**src/hw/rtl/cdeq_pkg.sv**
```systemverilog
// cdeq_pkg: shared types and constants for the circular deque.
// Holds the request codes, the word structs of both channels and the FSM states.
// No dependencies.
`default_nettype none

package cdeq_pkg;

    localparam int unsigned VAL_W = 32;
    localparam int unsigned CAP_W = 5;
    localparam int unsigned CAP_RESET = 16;
    localparam logic [VAL_W-1:0] EMPTY_MARK = '1;

    typedef enum logic [1:0] {
        REQ_INS_FRONT = 2'd0,
        REQ_INS_BACK  = 2'd1,
        REQ_DEL_FRONT = 2'd2,
        REQ_DEL_BACK  = 2'd3
    } t_req_type;

    typedef struct packed {
        t_req_type                req_type;
        logic signed [VAL_W-1:0]  item_value;
    } t_in_word;

    typedef struct packed {
        logic                     accepted;
        logic signed [VAL_W-1:0]  front_value;
        logic signed [VAL_W-1:0]  rear_value;
        logic                     now_empty;
        logic                     now_full;
    } t_out_word;

    typedef enum logic [1:0] {
        ST_IDLE = 2'd0,
        ST_READ = 2'd1,
        ST_DONE = 2'd2
    } t_state;

endpackage

`default_nettype wire

```
**src/hw/rtl/cdeq_ram.sv**
```systemverilog
// cdeq_ram: generic synchronous RAM, one write port and two read ports.
// Read data is registered and held while the read enable is low.
// No dependencies.
`default_nettype none

module cdeq_ram #(
    parameter int unsigned WIDTH = 32,
    parameter int unsigned DEPTH = 16,
    localparam int unsigned AW = (DEPTH > 1) ? $clog2(DEPTH) : 1
) (
    input  wire logic             i_clk,
    input  wire logic             i_we,
    input  wire logic [AW-1:0]    i_waddr,
    input  wire logic [WIDTH-1:0] i_wdata,
    input  wire logic             i_re,
    input  wire logic [AW-1:0]    i_raddr_a,
    input  wire logic [AW-1:0]    i_raddr_b,
    output logic      [WIDTH-1:0] o_rdata_a,
    output logic      [WIDTH-1:0] o_rdata_b
);

    logic [WIDTH-1:0] r_mem [DEPTH];

    always_ff @(posedge i_clk) begin
        if (i_we) begin
            r_mem[i_waddr] <= i_wdata;
        end
        if (i_re) begin
            o_rdata_a <= r_mem[i_raddr_a];
            o_rdata_b <= r_mem[i_raddr_b];
        end
    end

endmodule

`default_nettype wire

```
**src/hw/rtl/circular_deque.sv**
```systemverilog
// circular_deque: ring-buffer double-ended queue over one slot RAM.
// States: IDLE accepts/updates, READ reads the slots, DONE captures the result.
// A new word is taken only in IDLE; DONE stalls until the result register is free.
// Reset (sync, active low): capacity = min(16, DEPTH), deque empty; slots stay unwritten.
// Depends on cdeq_pkg and cdeq_ram.
`default_nettype none

module circular_deque #(
    parameter int unsigned DEPTH = 16
) (
    input  wire logic                 i_clk,
    input  wire logic                 i_rst_n,
    // request channel
    input  wire logic                 i_in_valid,
    output logic                      o_in_ready,
    input  wire cdeq_pkg::t_in_word   i_in_word,
    // result channel
    output logic                      o_out_valid,
    input  wire logic                 i_out_ready,
    output cdeq_pkg::t_out_word       o_out_word,
    // capacity register
    input  wire logic                 i_cap_we,
    input  wire logic [cdeq_pkg::CAP_W-1:0] i_cap_wdata
);

    import cdeq_pkg::*;

    // pointer and count widths
    localparam int unsigned PW = (DEPTH > 1) ? $clog2(DEPTH) : 1;
    localparam int unsigned CW = $clog2(DEPTH + 1);
    localparam int unsigned CAP_INIT = (CAP_RESET > DEPTH) ? DEPTH : CAP_RESET;

    // ring state
    t_state          r_state, n_state;
    logic [CW-1:0]   r_cap, n_cap;
    logic [PW-1:0]   r_fgp, n_fgp;     // free slot just before the front
    logic [PW-1:0]   r_bfp, n_bfp;     // free slot just after the rear
    logic [CW-1:0]   r_cnt, n_cnt;

    // per-word status carried from accept to capture
    logic            r_acc, n_acc;
    logic            r_out_valid, n_out_valid;
    t_out_word       r_out_word, n_out_word;

    // RAM port signals
    logic                ram_we;
    logic [PW-1:0]       ram_waddr;
    logic                ram_re;
    logic [PW-1:0]       rd_front_addr;
    logic [PW-1:0]       rd_rear_addr;
    logic [VAL_W-1:0]    rd_front;
    logic [VAL_W-1:0]    rd_rear;

    logic [CW-1:0]       cap_clamped;
    logic                in_fire;

    // step forward / backward around the ring of r_cap slots
    function automatic logic [PW-1:0] ring_next(input logic [PW-1:0] p,
                                                input logic [CW-1:0] cap);
        logic [CW:0] inc;
        begin
            inc = (CW+1)'(p) + (CW+1)'(1);
            ring_next = (inc >= (CW+1)'(cap)) ? '0 : PW'(inc);
        end
    endfunction

    function automatic logic [PW-1:0] ring_prev(input logic [PW-1:0] p,
                                                input logic [CW-1:0] cap);
        logic [CW-1:0] last;
        begin
            last = cap - CW'(1);
            ring_prev = (p == '0) ? PW'(last) : p - PW'(1);
        end
    endfunction

    // capacity write: zero reads as one, anything above DEPTH as DEPTH
    always_comb begin
        if (i_cap_wdata == '0) begin
            cap_clamped = CW'(1);
        end else if (32'(i_cap_wdata) > 32'(DEPTH)) begin
            cap_clamped = CW'(DEPTH);
        end else begin
            cap_clamped = CW'(i_cap_wdata);
        end
    end

    assign o_in_ready  = (r_state == ST_IDLE);
    assign in_fire     = i_in_valid && o_in_ready;
    assign o_out_valid = r_out_valid;
    assign o_out_word  = r_out_word;

    // read addresses come from the pointers already updated at accept,
    // so the RAM write of that edge is visible to this read
    assign rd_front_addr = ring_next(r_fgp, r_cap);
    assign rd_rear_addr  = ring_prev(r_bfp, r_cap);
    assign ram_re        = (r_state == ST_READ);

    cdeq_ram #(
        .WIDTH (VAL_W),
        .DEPTH (DEPTH)
    ) u_slots (
        .i_clk     (i_clk),
        .i_we      (ram_we),
        .i_waddr   (ram_waddr),
        .i_wdata   (i_in_word.item_value),
        .i_re      (ram_re),
        .i_raddr_a (rd_front_addr),
        .i_raddr_b (rd_rear_addr),
        .o_rdata_a (rd_front),
        .o_rdata_b (rd_rear)
    );

    always_ff @(posedge i_clk) begin
        if (!i_rst_n) begin
            r_state     <= ST_IDLE;
            r_cap       <= CW'(CAP_INIT);
            r_fgp       <= PW'(CAP_INIT - 1);
            r_bfp       <= '0;
            r_cnt       <= '0;
            r_acc       <= 1'b0;
            r_out_valid <= 1'b0;
        end else begin
            r_state     <= n_state;
            r_cap       <= n_cap;
            r_fgp       <= n_fgp;
            r_bfp       <= n_bfp;
            r_cnt       <= n_cnt;
            r_acc       <= n_acc;
            r_out_valid <= n_out_valid;
        end
    end

    always_ff @(posedge i_clk) begin
        r_out_word <= n_out_word;
    end

    always_comb begin
        n_state     = r_state;
        n_cap       = r_cap;
        n_fgp       = r_fgp;
        n_bfp       = r_bfp;
        n_cnt       = r_cnt;
        n_acc       = r_acc;
        n_out_valid = r_out_valid;
        n_out_word  = r_out_word;
        ram_we      = 1'b0;
        ram_waddr   = r_bfp;

        // result taken downstream
        if (r_out_valid && i_out_ready) begin
            n_out_valid = 1'b0;
        end

        case (r_state)
            ST_IDLE: begin
                if (i_cap_we) begin
                    // new capacity empties the deque
                    n_cap = cap_clamped;
                    n_fgp = PW'(cap_clamped - CW'(1));
                    n_bfp = '0;
                    n_cnt = '0;
                end else if (in_fire) begin
                    n_acc = 1'b0;
                    case (i_in_word.req_type)
                        REQ_INS_FRONT: begin
                            if (r_cnt < r_cap) begin
                                ram_we    = 1'b1;
                                ram_waddr = r_fgp;
                                n_fgp     = ring_prev(r_fgp, r_cap);
                                n_cnt     = r_cnt + CW'(1);
                                n_acc     = 1'b1;
                            end
                        end
                        REQ_INS_BACK: begin
                            if (r_cnt < r_cap) begin
                                ram_we    = 1'b1;
                                ram_waddr = r_bfp;
                                n_bfp     = ring_next(r_bfp, r_cap);
                                n_cnt     = r_cnt + CW'(1);
                                n_acc     = 1'b1;
                            end
                        end
                        REQ_DEL_FRONT: begin
                            if (r_cnt != '0) begin
                                n_fgp = ring_next(r_fgp, r_cap);
                                n_cnt = r_cnt - CW'(1);
                                n_acc = 1'b1;
                            end
                        end
                        REQ_DEL_BACK: begin
                            if (r_cnt != '0) begin
                                n_bfp = ring_prev(r_bfp, r_cap);
                                n_cnt = r_cnt - CW'(1);
                                n_acc = 1'b1;
                            end
                        end
                        default: begin
                            n_acc = 1'b0;
                        end
                    endcase
                    n_state = ST_READ;
                end
            end
            ST_READ: begin
                // front and rear slots are read this cycle
                n_state = ST_DONE;
            end
            ST_DONE: begin
                // read data holds until the result register is free
                if (!r_out_valid || i_out_ready) begin
                    n_out_word.accepted  = r_acc;
                    n_out_word.now_empty = (r_cnt == '0);
                    n_out_word.now_full  = (r_cnt == r_cap);
                    if (r_cnt == '0) begin
                        n_out_word.front_value = EMPTY_MARK;
                        n_out_word.rear_value  = EMPTY_MARK;
                    end else begin
                        n_out_word.front_value = rd_front;
                        n_out_word.rear_value  = rd_rear;
                    end
                    n_out_valid = 1'b1;
                    n_state     = ST_IDLE;
                end
            end
            default: begin
                n_state = ST_IDLE;
            end
        endcase
    end

endmodule

`default_nettype wire

```
**config.mk**
```make
export PLATFORM = sky130hd
export DESIGN_NAME = circular_deque
export DESIGN_NICKNAME = d
export VERILOG_FILES = /design/src/hw/rtl/cdeq_pkg.sv /design/src/hw/rtl/cdeq_ram.sv /design/src/hw/rtl/circular_deque.sv
export SDC_FILE = /design/constraint.sdc
export NUM_CORES = 1
export LEC_CHECK = 0
export BUFFER_PORTS_ARGS = -buffer_cell sky130_fd_sc_hd__buf_2
export CAP_MARGIN = 20
export CORE_MARGIN = 8
export CORE_UTILIZATION = 65
export DETAILED_ROUTE_END_ITERATION = 10
export GPL_ROUTABILITY_DRIVEN = 0
export PLACE_DENSITY_LB_ADDON = 0.15
export SLEW_MARGIN = 10
export SYNTH_ARGS = -nofsm -noshare
export SYNTH_HDL_FRONTEND = slang
export SYNTH_SLANG_ARGS = --single-unit
```
**constraint.sdc**
```tcl
create_clock -name i_clk -period 7.1 [get_ports i_clk]
set_clock_uncertainty 0.1 [all_clocks]
set_input_delay 0.71 -clock i_clk [delete_from_list [all_inputs] [get_ports i_clk]]
set_output_delay 0.71 -clock i_clk [all_outputs]
set_load 0.005 [all_outputs]
```
Word level (Yosys, flattened, before mapping)
Memory sizes are Yosys's and may differ from the RTL's. A register that Yosys moved wholly into a read port is not among the register bits. Index checks and enable logic that the tools add are counted.

$add $sub $neg: 8. Order comparisons: 4. Equal/unequal tests: 15. Muxes and demuxes: 42. Bitwise operators: 1. Reduce and logical (&&, ||, !) cells: 23.

Operators with widths (number): $mux W4 (17); $mux W5 (6); $pmux W4 S2 (2); $sub A4 B1 Y4 const B (4); $ne A3 B3 Y1 const B (4); $mux W1 (11); $add A4 B1 Y5 const B (2); $ge A5 B5 Y1 (2); $logic_not A5 Y1 (2); $pmux W5 S2 (1); $reduce_and A5 Y1 (2); $logic_not A4 Y1 (2); $eq A2 B2 Y1 const B (3); $mux W2 (3); $ne A3 B1 Y1 const B (2); $pmux W2 S3 (1); $reduce_and A3 Y1 (2); $reduce_bool A3 Y1 (2); $add A5 B1 Y5 const B (1); $eq A5 B5 Y1 (1); $gt A5 B5 Y1 const B (1); $lt A5 B5 Y1 (1); $reduce_bool A5 Y1 (1); $sub A5 B1 Y5 const B (1); 13 further kinds (19).

Register bits: 89. RAM bits: 512. Bits of input ports: 44. Output and inout port bits: 69. Word-level logic and storage cells: 106. Memories kept: 1.

Memory list: u_slots.r_mem (depth 16, bits a word 32, rd ports 2, clocked after Yosys merged registers in 2, wr ports 1, RTL line cdeq_ram.sv:22) `logic [WIDTH-1:0] r_mem [DEPTH];`.

Logic depth before layout (Yosys ltp)
Gate-level depths: netlist of the first run.

Depth after elaboration: 8. Gate-level depth with buffers: 14. Depth with buffers taken out: 9.

Modules after synthesis
A second synthesis of the first run with hierarchy kept.

Cell total of the unflattened synthesis: 1529. Area total of the unflattened synthesis: 29333.1 µm².

By module, submodules not included: cdeq_ram (instances 1, cells each 1141, area each 24843.8 µm², sequential area each 17296.6 µm²); circular_deque (instances 1, cells each 388, area each 4489.3 µm², sequential area each 2452.4 µm²).

Least setup slack after synthesis of the first run
OpenSTA, ideal clock, no wires.

Kind: in2reg. Start point: in i_out_ready. End point: reg r_out_word, in the netlist o_out_word[0], enable pin. Library setup time: 0.500 ns. Arrival: 3.827 ns. Required time: 6.500 ns. Setup slack: 2.673 ns. Cell stages on the path: 2. Path buffers: 0. Path through: nand2b_1 > nor2b_1.

Longest elaborated chain between the ends: 2.

RTL lines: start: declaration (RTL line circular_deque.sv:19) `input wire logic i_out_ready,`; $logic_or A1 B1 Y1 (RTL line circular_deque.sv:210) `if (!r_out_valid || i_out_ready) begin`; $reduce_and A2 Y1 (no source line); end signal: assignment (RTL line circular_deque.sv:134) `r_out_word <= n_out_word;`; end: declaration (RTL line circular_deque.sv:43) `t_out_word r_out_word, n_out_word;`.

No other way between the ends. A chain may end at the register's enable or synchronous reset.

Final worst setup path of the first run
Start point: reg r_fgp[0]. End point: reg u_slots.o_rdata_a[21] (read register of u_slots.r_mem) (data pin).

Longest elaborated chain between the ends: 3.

RTL lines: start: declaration (RTL line circular_deque.sv:36) `logic [PW-1:0] r_fgp, n_fgp;`; start signal: assignment (RTL line circular_deque.sv:117) `r_fgp <= PW'(CAP_INIT - 1);`; start signal: assignment (RTL line circular_deque.sv:125) `r_fgp <= n_fgp;`; $add A4 B1 Y5 (*) (RTL line circular_deque.sv:62) `inc = (CW+1)'(p) + (CW+1)'(1);`; $ge A5 B5 Y1 (RTL line circular_deque.sv:63) `ring_next = (inc >= (CW+1)'(cap)) ? '0 : PW'(inc);`; $mux W4 (*) (RTL line circular_deque.sv:63); end: declaration (RTL line cdeq_ram.sv:18) `output logic [WIDTH-1:0] o_rdata_a,`.

Mark *: on every way between the ends. The rest lies on a longest branch, timed or not.

==> results.yml, run 1 <==
status:
  outcome: "finished clean"
synth:
  ys_warn_count: 0
  synth_top_area_share: 0.6023
  synth_edf_count: 643
  synth-seq-cells: 665
  avgSynthCellArea_um2: 14.12
  synthesis.nets: 2340
  yosysSeqAreaShare: 0.6161
  async_flop_share: 0
  yosysMostFrequentCell: "edfxtp_1"
  synth-main-ff-cell: "edfxtp_1"
  synth.distinct_cells: 67
  synth.area.top_cells: "edfxtp_1, mux2i_1, o211ai_1, a22oi_1, a31oi_1"
  netlist_area_um2: 32060
  synth_top_area_cell: "edfxtp_1"
  syn_inst: 2271
  synth_common_cells: "edfxtp_1, mux2i_1, o211ai_1, a31oi_1, clkbuf_1"
timing:
  period_share: 0.7510
  setup_violations: 0
  hold_violations: 0
  slew_headroom: 0.2257
  fmax_mhz: 187.5
  setup_tns_ns: 0
  slew_violations: 0
  setup_slack_ns: 1.768
  worst_pin_slew_ns: 1.161
  grt_setup_unrepaired: "false"
  layout_min_cycle_time_ns: 5.332
floorplan:
  start_util: 0.6562
  die_w_um: 238.1
  io_pins: 113
  rows: 81
  die_y_um: 238.1
  die_area_um2: 56680
  fp.coreArea_um2: 48850
pwr:
  power_density_nw_per_um2: 304.9
  p_sw_frac: 0.3017
  power_switching_mw: 3.276
  intPower_mw: 7.583
  clock_power_share: 0.345
  ir_drop_mv: 0.2476
  p_seq_frac: 0.415
  p_total_mw: 10.86
  share_comb_of_total_power: 0.241
  p_leak_nw: 13.89
placement:
  portBuffers: 112
  hpwl_mm: 47.86
  place_area_um2: 33240
  place_ws_ns: 1.919
  dp.cells: 2915
grt:
  grt_pass1_vias: 21934
  grt_max_degree: 113
  grt_overflow_total: 0
  grt_pass1_wl_mm: 132.2
  grt_antenna_before_repair: 2
  grt_util_all_layers: 0.3081
finish:
  finalNonFillerCells: 3047
  nFillCells: 3176
  fin_nets: 2395
  drive_gt1_frac: 0.1576
  area_growth_syn_to_layout_pct: 11.09
  final_area_um2: 35610
cts:
  clkSinkCount: 665
  postCtsHoldBufs: 0
  cts.repair.resized: 0
  cts_buffers: 71
  clk_latency_ns: 0.63
  root_buffer: "clkbuf_16"
  clk_pin_slew_worst_paths_ns: 0.06
  cts_tree: "done"
  cts.htree.levels: 3
  post_cts_buffers: 0
  cts_buffer_depth: 3
setup_path:
  rrSetupSlack_ns: 1.77
  cp-end-kind: "flop"
  critPathMaxFanout: 81
  worstPathRequired_ns: 7.37
  ff2ff_path_depth: 10
  cp_num_cells: 10
  cp_top_family: "compound AO/OA/AOI/OAI gates"
  cp-start-kind: "flop"
  rr_endpoint: "u_slots.o_rdata_a[21]"
  setup.worst_path.end: "u_slots.o_rdata_a[21]"
  cp_slowest_cell: "dfxtp_4"
  crit_path_frequent_cell: "ha_1"
  path_cells: "ha_1 > xor2_4 > ha_1 > a21oi_1 > o21ai_2 > a21oi_4 > and2_2 > buf_4 > a31oi_1 > a22o_1"
  setup.worst_path.start: "r_fgp[0]"
  arrival_ns: 5.60
  critPathKind: "reg2reg"
  slowest_delay_ns: 1.02
  path_buf_inv: 1
  r2r_start: "r_fgp[0]"
hold_path:
  hold_class: "in2reg"
routing:
  drt_iter0_drc: 2684
  wl_mm: 88.99
  viasPerCell: 7.094
  dr.pass1.iters: 6
  vias: 21615
  drc_errors: 0
  drtAntennaViolNets: 0
  wire_per_inst_um: 29.20
flow_run:
  max-cap-violations: 0
-- metrics by stage --
| step | hold WS [ns] | util |
|---|---|---|
| finish | 0.2974 | 0.7290 |
| global route | 0.3041 | 0.7289 |
| CTS | 0.2713 | 0.7282 |
| detailed placement | 0.3245 | 0.6805 |
| global placement | 0.3210 | 0.6799 |
| floorplan | 0.3081 | - |
-- worst min-delay path by stage --
stage,from,to,slack [ns],cells after the start
finish,i_rst_n,r_cap[4],0.30,2
global route,i_rst_n,r_fgp[2],0.30,2
global placement,r_acc,o_out_word[66],0.32,0
floorplan,r_acc,o_out_word[66],0.31,0
CTS,i_rst_n,r_cap[4],0.27,2
detailed placement,r_acc,o_out_word[66],0.32,0
-- flip-flops by register name, indices dropped and copies added (netlist names) --
name	count
r_state	2
r_cnt	5
o_out_word	67
u_slots.o_rdata_b	32
o_out_valid	1
r_acc	1
u_slots.o_rdata_a	32
r_cap	5
r_bfp	4
r_fgp	4
u_slots.r_mem	512
-- per-layer routing --
metal / vias up / GRT usage / wire (um)
li1: 9198 / - / -
met1: 10781 / 0.3896 / 33080
met2: 1364 / 0.5137 / 43210
met3: 272 / 0.05203 / 8847
met4: 0 / 0.1544 / 3846
met5: - / 0 / 0
-- layout by cell type, fill, tap and decap left out, drive strengths merged, types with 24 or more instances in the layout --
cell,netlist,final
mux2i,519,519
a41oi,32,32
nand2,59,59
clkbuf,96,84
o211ai,128,128
nand2b,41,41
ha,24,24
or2,65,65
buf,87,165
a31oi,97,97
o2bb2ai,31,31
o21ai,89,89
nor2,40,40
a22o,62,62
edfxtp,643,643
clkinv,0,27
a22oi,94,94
-- power by group through the flow --
stage | clock [mW] | sequential [mW] | combinational [mW]
6_report | 3.74 | 4.50 | 2.61
5_1_grt | 3.92 | 4.50 | 2.75
4_1_cts | 3.77 | 4.50 | 2.54
3_5_place_dp | 0 | 4.58 | 2.53
3_3_place_gp | 0 | 4.58 | 2.47
2_1_floorplan | 0 | 4.54 | 1.77
-- cell type report --
cell class	count	area, um2	share of cell area
diodes	3	7.507	0.0002108
clock buffers	84	1847	0.05186
clock inverters	43	483.0	0.01356
inverters	20	75.07	0.002108
multi-input cells	1403	11570	0.3249
flip-flops and latches	665	19750	0.5547
well taps	664	830.8	0.02333
repair buffers	165	1046	0.02937
-- kinds of logic (layout without fill, tap and decap cells) --
logic type      after synthesis  count (layout)  share of synthesized area
simple gates                260             260                    0.04282
flops                       665             665                     0.6161
mux                         522             522                     0.1639
fa+ha+maj                    25              25                   0.009992
other cells                   0               3                          0
compound gates              587             587                     0.1322
buf+inv                     203             312                    0.03255
xor+xnor                      9               9                   0.002459
-- worst reg2reg max path: cells and delay by family, from the launching register on --
kind            cells  cell delay [ns]
xor+xnor            1             0.80
simple gates        1             0.28
compound gates      5             1.58
buf+inv             1             0.44
fa+ha+maj           2             0.86
flops               1             1.02
(Power assumes the default switching activity.)
==> run 2: changes to the inputs <==
CORE_UTILIZATION = 56   (was 65)
clock period = 4.57 ns   (was 7.1 ns; I/O delays follow)
==> run 2 against run 1 <==
Net effect: core utilization decreased by 9.4 points; global-route usage is 2.5 points lower; routed wire length is 4.4% higher; non-clock buffer count increased by 19; first-iteration DRC count is 14% lower; setup slack worse by 1.0 ns; register-to-register slack got worse by 1.0 ns; critical path depth unchanged; sequential cell count unchanged; power up 52%; combinational power increased by 63%; largest cell class unchanged; sequential power up 55%; critical endpoint is now u_slots.o_rdata_a[14].
==> results.yml, run 2 (synthesized netlist as in run 1, its figures left out) <==
routing:
  vias: 21404
  viasPerCell: 6.788
  wl_mm: 92.92
  drc_errors: 0
  drtAntennaViolNets: 0
  dr.pass1.iters: 5
  wire_per_inst_um: 29.47
  drt_iter0_drc: 2295
floorplan:
  start_util: 0.5674
  die_area_um2: 65160
  die_y_um: 255.3
  io_pins: 113
  die_w_um: 255.3
  rows: 87
  fp.coreArea_um2: 56500
finish:
  final_common_cell: "edfxtp_1"
  utilization: 0.6351
  drive_gt1_frac: 0.1583
  fin_nets: 2412
  area_growth_syn_to_layout_pct: 11.92
  nFillCells: 4107
  largest_reg_flops: 512
  top_register: "u_slots.r_mem"
  final_cell_mix: "edfxtp_1, mux2i_1, o211ai_1"
  final_area_um2: 35880
pwr:
  power_switching_mw: 5.119
  p_leak_nw: 13.93
  p_sw_frac: 0.3098
  intPower_mw: 11.40
  clock_power_share: 0.321
  ir_drop_mv: 0.3647
  power_density_nw_per_um2: 460.5
  p_seq_frac: 0.421
  share_comb_of_total_power: 0.258
status:
  outcome: "finished clean"
grt:
  grt_max_degree: 135
  grt_antenna_before_repair: 2
  grt_pass1_vias: 21766
  grt_overflow_total: 0
  grt_pass1_wl_mm: 137.5
  grt_util_all_layers: 0.2827
setup_path:
  critPathKind: "reg2reg"
  arrival_ns: 4.04
  ff2ff_path_depth: 10
  crit_path_frequent_cell: "ha_1"
  slowest_delay_ns: 0.85
  cp-end-kind: "flop"
  worstPathRequired_ns: 4.81
  cp_slowest_cell: "buf_4"
  path_cells: "ha_1 > xor2_4 > ha_1 > a21oi_1 > o21ai_2 > a21oi_4 > buf_4 > o2bb2ai_1 > a41oi_1 > a22o_1"
  critPathMaxFanout: 66
  cp-start-kind: "flop"
  rrSetupSlack_ns: 0.77
flow_run:
  max-cap-violations: 0
cts:
  post_cts_buffers: 0
  clkSinkCount: 665
  root_buffer: "clkbuf_16"
  postCtsHoldBufs: 0
  cts_tree: "done"
  clk_latency_ns: 0.61
  clk_pin_slew_worst_paths_ns: 0.07
  cts.htree.levels: 3
  cts_buffers: 69
  cts_buffer_depth: 3
  cts.repair.resized: 0
timing:
  hold_ws_ns: 0.07749
  slew_violations: 0
  worst_pin_slew_ns: 1.105
  period_share: 0.8316
  layout_min_cycle_time_ns: 3.801
  fmax_mhz: 263.1
  slew_headroom: 0.2636
  grt_setup_unrepaired: "false"
  hold_violations: 0
  setup_violations: 0
  setup_tns_ns: 0
hold_path:
  hold_depth: 3
  hold_class: "in2reg"
placement:
  place_area_um2: 33780
  portBuffers: 112
  hpwl_mm: 49.70
run 2: changes by cell type in the layout (fill, tap and decap cells not counted), moves of 4 or more:
cell and change:
buf_12 +23, bufinv_16 -8, clkbuf_1 +4, clkinv_1 +6, clkinv_2 -5
run 2: cell type report:
| class | count | area [um2] | area share |
|---|---|---|---|
| Clock buffer | 89 | 1876 | 0.05228 |
| Inverter | 20 | 75.07 | 0.002092 |
| Antenna cell | 3 | 7.507 | 0.0002092 |
| Timing Repair Buffer | 184 | 1436 | 0.04003 |
| Multi-Input combinational cell | 1403 | 11570 | 0.3224 |
| Clock inverter | 33 | 216.5 | 0.006033 |
| Sequential cell | 665 | 19750 | 0.5505 |
| Tap cell | 756 | 945.9 | 0.02636 |
run 2: routing by layer:
metal	track usage	up-vias	part of all wire
li1	-	9224	-
met1	0.3690	10839	0.40
met2	0.4730	1129	0.49
met3	0.04284	212	0.083
met4	0.1136	0	0.034
met5	0	-	0
run 2: power groups by stage:
stage	clock, mW	combinational, mW	sequential [mW]
finish	5.30	4.26	6.96
global route	5.60	4.47	6.96
CTS	5.38	4.20	6.96
detailed placement	0	4.18	7.09
global placement	0	4.10	7.09
floorplan	0	2.75	7.06
run 2: path summary, 6_finish.rpt:
| kind | endpoint | startpoint |
|---|---|---|
| worst max register to register | u_slots.o_rdata_a[14] | r_fgp[1] |
| worst min-delay path | r_cap[4] | i_cap_wdata[4] |
| worst min register to register | o_out_word[66] | r_acc |
| worst max-delay path | u_slots.o_rdata_a[14] | r_fgp[1] |
run 2: critical path: cells and delay by family (launching register included):
family          cells  cell delay, ns
fa+ha+maj           2            0.59
xor+xnor            1            0.17
compound gates      6            1.28
flops               1            0.49
buf+inv             1            0.85
run 2: metrics by stage:
stage	worst slack [ns]	instances	power, mW
2_1_floorplan	0.3955	2271	9.803
3_3_place_gp	0.9631	3027	11.18
3_5_place_dp	0.9075	3028	11.27
4_1_cts	0.8770	3150	16.53
5_1_grt	0.6579	3152	17.04
6_report	0.7695	3153	16.52
